## src/design/note_on_off_pairing_defines.svh

```systemverilog
// ----------------------------------------------------------------------------
// Note pairing assertion macros
// Concurrent assertion helpers used by the note on/off pairing module.
// ----------------------------------------------------------------------------
`ifndef NOTE_ON_OFF_PAIRING_DEFINES_SVH
`define NOTE_ON_OFF_PAIRING_DEFINES_SVH

`ifndef ASSERT_OFF
`define NOPP_ASSERT(label, prop) \
    label: assert property (@(posedge clk) disable iff (!rst_n) prop) \
        else $error("note pairing assertion failed");
`define NOPP_ASSERT_NEVER(label, expr) \
    `NOPP_ASSERT(label, !(expr))
`else
`define NOPP_ASSERT(label, prop)
`define NOPP_ASSERT_NEVER(label, expr)
`endif

`endif

```

## src/design/nopp_pkg.sv

```systemverilog
// ----------------------------------------------------------------------------
// Note pairing package
// Sizes, codes and request/response types of the note on/off pairing block.
// ----------------------------------------------------------------------------
package nopp_pkg;

    localparam int NUM_NOTES   = 128;
    localparam int STACK_DEPTH = 8;
    localparam int ID_WIDTH    = 16;

    localparam int NOTE_W   = 7;
    localparam int EXT_ID_W = 16;

    localparam int NOTE_AW     = (NUM_NOTES > 1) ? $clog2(NUM_NOTES) : 1;
    localparam int TOP_W       = (STACK_DEPTH > 1) ? $clog2(STACK_DEPTH) : 1;
    localparam int CNT_W       = $clog2(STACK_DEPTH + 1);
    localparam int STK_ENTRIES = NUM_NOTES * STACK_DEPTH;
    localparam int STK_AW      = (STK_ENTRIES > 1) ? $clog2(STK_ENTRIES) : 1;

    typedef enum logic [1:0] {
        FN_OTHER = 2'd0,
        FN_ON    = 2'd1,
        FN_OFF   = 2'd2,
        FN_END   = 2'd3
    } func_t;

    typedef enum logic [1:0] {
        ST_NONE      = 2'd0,
        ST_PAIR      = 2'd1,
        ST_UNMATCHED = 2'd2,
        ST_OVERFLOW  = 2'd3
    } status_t;

    typedef enum logic [1:0] {
        S_IDLE,
        S_META,
        S_STACK,
        S_OUT
    } state_t;

    typedef struct packed {
        func_t                func;
        logic                 already_paired;
        logic [NOTE_W-1:0]    note;
        logic [EXT_ID_W-1:0]  event_id;
    } pair_req_t;

    typedef struct packed {
        status_t              status;
        logic [EXT_ID_W-1:0]  on_id;
        logic [EXT_ID_W-1:0]  off_id;
    } pair_rsp_t;

    typedef struct packed {
        logic [TOP_W-1:0] top;
        logic [CNT_W-1:0] count;
    } note_meta_t;

    typedef struct packed {
        logic               wr_en;
        logic               clear_all;
        logic [NOTE_AW-1:0] note;
        note_meta_t         meta;
    } meta_wr_t;

endpackage

```

## src/design/nopp_note_table.sv

```systemverilog
// ----------------------------------------------------------------------------
// Note pairing per-note table
// Holds the top slot and entry count of every note's stack in a synchronous
// memory, with one valid bit per note so that a clear empties all at once.
// ----------------------------------------------------------------------------
module nopp_note_table (
    input  logic                          clk,
    input  logic                          rst_n,
    input  logic                          rd_en,
    input  logic [nopp_pkg::NOTE_AW-1:0]  rd_note,
    output nopp_pkg::note_meta_t          rd_meta,
    input  nopp_pkg::meta_wr_t            wr
);
    import nopp_pkg::*;

    note_meta_t           meta_mem [NUM_NOTES];
    logic [NUM_NOTES-1:0] vld_reg;
    note_meta_t           rd_data_reg;
    logic                 rd_vld_reg;

    always_ff @(posedge clk)
    begin
        if (wr.wr_en)
        begin
            meta_mem[wr.note] <= wr.meta;
        end
        if (rd_en)
        begin
            rd_data_reg <= meta_mem[rd_note];
        end
    end

    // A note that has not been written since the last clear reads as empty.
    always_ff @(posedge clk or negedge rst_n)
    begin
        if (!rst_n)
        begin
            vld_reg    <= '0;
            rd_vld_reg <= 1'b0;
        end
        else
        begin
            if (wr.clear_all)
            begin
                vld_reg <= '0;
            end
            else if (wr.wr_en)
            begin
                vld_reg[wr.note] <= 1'b1;
            end
            if (rd_en)
            begin
                rd_vld_reg <= vld_reg[rd_note];
            end
        end
    end

    assign rd_meta = rd_vld_reg ? rd_data_reg : '0;

endmodule
```

## config.mk

```make
export PLATFORM = sky130hd
export DESIGN_NAME = nopp_note_table
export DESIGN_NICKNAME = d
export VERILOG_FILES = /design/src/design/note_on_off_pairing_defines.svh /design/src/design/nopp_pkg.sv /design/src/design/nopp_note_table.sv
export SDC_FILE = /design/constraint.sdc
export NUM_CORES = 1
export LEC_CHECK = 0
export BUFFER_PORTS_ARGS = -buffer_cell sky130_fd_sc_hd__buf_2
export CELL_PAD_IN_SITES_DETAIL_PLACEMENT = 1
export CELL_PAD_IN_SITES_GLOBAL_PLACEMENT = 2
export CORE_UTILIZATION = 35
export DETAILED_ROUTE_END_ITERATION = 8
export HOLD_SLACK_MARGIN = 0.03
export PLACE_DENSITY = 0.66
export SETUP_SLACK_MARGIN = 0.2
export SLEW_MARGIN = 20
export SYNTH_ARGS = -nofsm -noshare
export SYNTH_HDL_FRONTEND = slang
export SYNTH_SLANG_ARGS = --single-unit
```

## constraint.sdc

```tcl
create_clock -name clk -period 3.3 [get_ports clk]
set_input_delay 0.33 -clock clk [delete_from_list [all_inputs] [get_ports clk]]
set_output_delay 0.33 -clock clk [all_outputs]
set_load 0.02 [all_outputs]
```

==> out/metrics.cfg <==
[status]
status=complete, no violations

[timing]
drv_slew=0
fin_skew_ps=31.61
relSlewSlack_pct=34.23
hold_viol_final=0
fmax_mhz=384.2
fin_crit_ps=2603
rsz0062_at_grt=false
fin_tns_setup_ps=0
final-setup-viol-count=0
final.period_utilization_pct=78.87
worst_pin_slew_ps=982.9

[die]
dieArea_um2=116800
die_h_um=341.7
io_pins=33
initial_core_util_pct=35.33
die_w_um=341.7
core_um2=114300
num_rows=124

[logic_synthesis]
yosys_warnings=0
async_flop_share_pct=12.50
yosysMostFrequentCell=edfxtp_1
synth_nets=2014
synth_edf_count=903
yosys_most_used_dff=edfxtp_1
syn_area_per_cell_um2=20.32
ys_types=40
synth.area.top_cells=edfxtp_1 (67%), mux4_2 (17%), dfrtp_1 (8.0%)
yosysSeqAreaShare_pct=75.12
yosys-top-cells-count=edfxtp_1 (903), nor2_1 (386), mux4_2 (309)
yosysTopAreaCellShare_pct=67.13
synth_seq_cells=1032
post-synth-top-area-cell=edfxtp_1
synth_area_um2=40400
synth_cells=1988

[grt]
antenna_found_initial=9
grt_max_degree=96
grt_pass1_wl_um=151800
grt_use_total_pct=17.93
grt_pass1_vias=21340
overflow=0

[critical_path]
cp_common_cell=mux4_2
reg2reg_setup_slack_ps=700
startpoint=meta_mem[63][1]
path_cells=mux4_2, mux4_2, mux4_2, nor2b_1, a21oi_1
r2r_start=meta_mem[63][1]
path_max_fanout=1
critPathMaxStageDelay_ps=550
critPathLaunchType=flip-flop
worstReg2RegEnd=rd_data_reg[1]
cp.arrival_ps=3010
critPathKind=flip-flop to flip-flop
reg2regPathDepth=5
end_kind=flip-flop
slowest_stage=mux4_2
required_ps=3710

[routing]
via_per_inst=5.260
dr_total_vias=20010
antenna_left=0
drt_wl_total_um=103100
post_drt_wl_per_cell_um=27.10
drt_iter0_markers=1630
drc=0
first_pass_iters=7

[cts]
cts_sinks=1032
cts-resized-gates=0
cts_tree=yes
cts_buffers=108
path_clk_slew_ps=60
h-tree-depth=3
cts_root_buffer=clkbuf_16
worstSkewPairLatency_ps=680
cts_setup_buffers=0
cts_buffer_depth=3

[power_and_ir_drop]
p_per_area_nw_per_um2=598.4
p_seq_share_pct=50.5
ir_drop_uv=451.3
power_switching_uw=5971
switching_share_pct=21.11
cell_internal_pwr_uw=22310
power.leakage_uw=0.01567
pwr-share-comb_pct=5.1
pwr-share-clk_pct=44.4

[place]
numPortBuffers=32
hpwl_um=66930
place_congestion=0.8140
placed_cells=3594

[hold_path]
hold_class=input pin to asynchronous set/reset pin

[final_layout]
largest_register_ffs=896
syn2layout_area_growth_pct=16.99
final_cells=3805
nets=2220
fillers=10810
drive_gt1_share_pct=30.31

[job]
cap_violations=0

how the worst max path moves through the flow:
stage / to / slack [ps] / depth (start not counted)
3_5_place_dp: rd_data_reg[1] / 130 / 8
5_1_grt: rd_data_reg[1] / 570 / 5
6_report: rd_data_reg[1] / 700 / 5
3_3_place_gp: rd_data_reg[1] / 150 / 8
4_1_cts: rd_data_reg[1] / 680 / 5
2_1_floorplan: rd_data_reg[0] / 610 / 9
routing by layer:
layer  track usage (%)  vias up  wire length (µm)
li1                  -     8419                 -
met1             25.02    10920             44870
met2             29.10      523             50130
met3             2.750      149              5247
met4             5.241        6              2816
met5                 0        -                36
power by group through the flow:
stage	Combinational [µW]	Sequential (µW)	Clock [µW]
global route	1540	14300	13300
finish	1440	14300	12500
global placement	1440	14600	0
floorplan	754	14500	0
CTS	1480	14300	12800
detailed placement	1470	14600	0
placed cells by master, fill, tap and decap left out, types with 11 or more instances in the layout:
master,Yosys,layout
clkbuf_16,0,109
buf_4,11,151
nor2b_1,16,16
buf_12,0,27
edfxtp_1,903,903
clkbuf_1,60,16
clkinv_2,0,26
nand3_1,11,11
mux2i_1,26,26
bufinv_16,0,16
nor2_1,386,386
mux4_2,309,309
dfrtp_1,129,129
buf_2,18,20
nand2_1,14,14
clkinv_1,0,17
through the flow:
stage	cell area, µm²	power [µW]	util [%]	hold WS [ps]	setup slack [ps]
5_1_grt	47240	29100	41.32	174.2	567.1
2_1_floorplan	40400	15300	-	34.41	605.2
3_5_place_dp	43560	16030	38.10	347.9	130.5
6_report	47260	28280	41.33	169.1	697.2
4_1_cts	47240	28590	41.31	159.5	676.3
3_3_place_gp	43560	15990	38.10	340.7	149.8
cells by family (layout without fill, tap and decap cells):
group | after synthesis | after routing | synth area share (%)
buffers and inverters | 110 | 408 | 1.375
muxes | 339 | 339 | 17.98
DFF | 1032 | 1032 | 75.12
and+or+nand+nor | 458 | 458 | 4.618
AOI/OAI and AO/OA | 49 | 49 | 0.9075
other | 0 | 7 | 0
repair_timing:
item                       in CTS  in global routing
hold endpoints to repair       55                  0
setup endpoints to repair       0                  0
hold buffers                    2                  0
critical path: cells and delay by family (launching register included):
family	cells	cell delay, ps
compound gates	1	100
flops	1	380
mux	3	1580
simple gates	1	280
area by class of cell:
class / instances / area [µm²] / share of cell area [%]
diodes: 7 / 17.52 / 0.03707
clock inverters: 69 / 757.0 / 1.602
flip-flops and latches: 1032 / 30340 / 64.21
multi-input cells: 846 / 9497 / 20.09
repair buffers: 204 / 1847 / 3.908
well taps: 1512 / 1892 / 4.003
inverters: 2 / 7.507 / 0.01589
clock buffers: 133 / 2898 / 6.132
(Power assumes the default switching activity.)
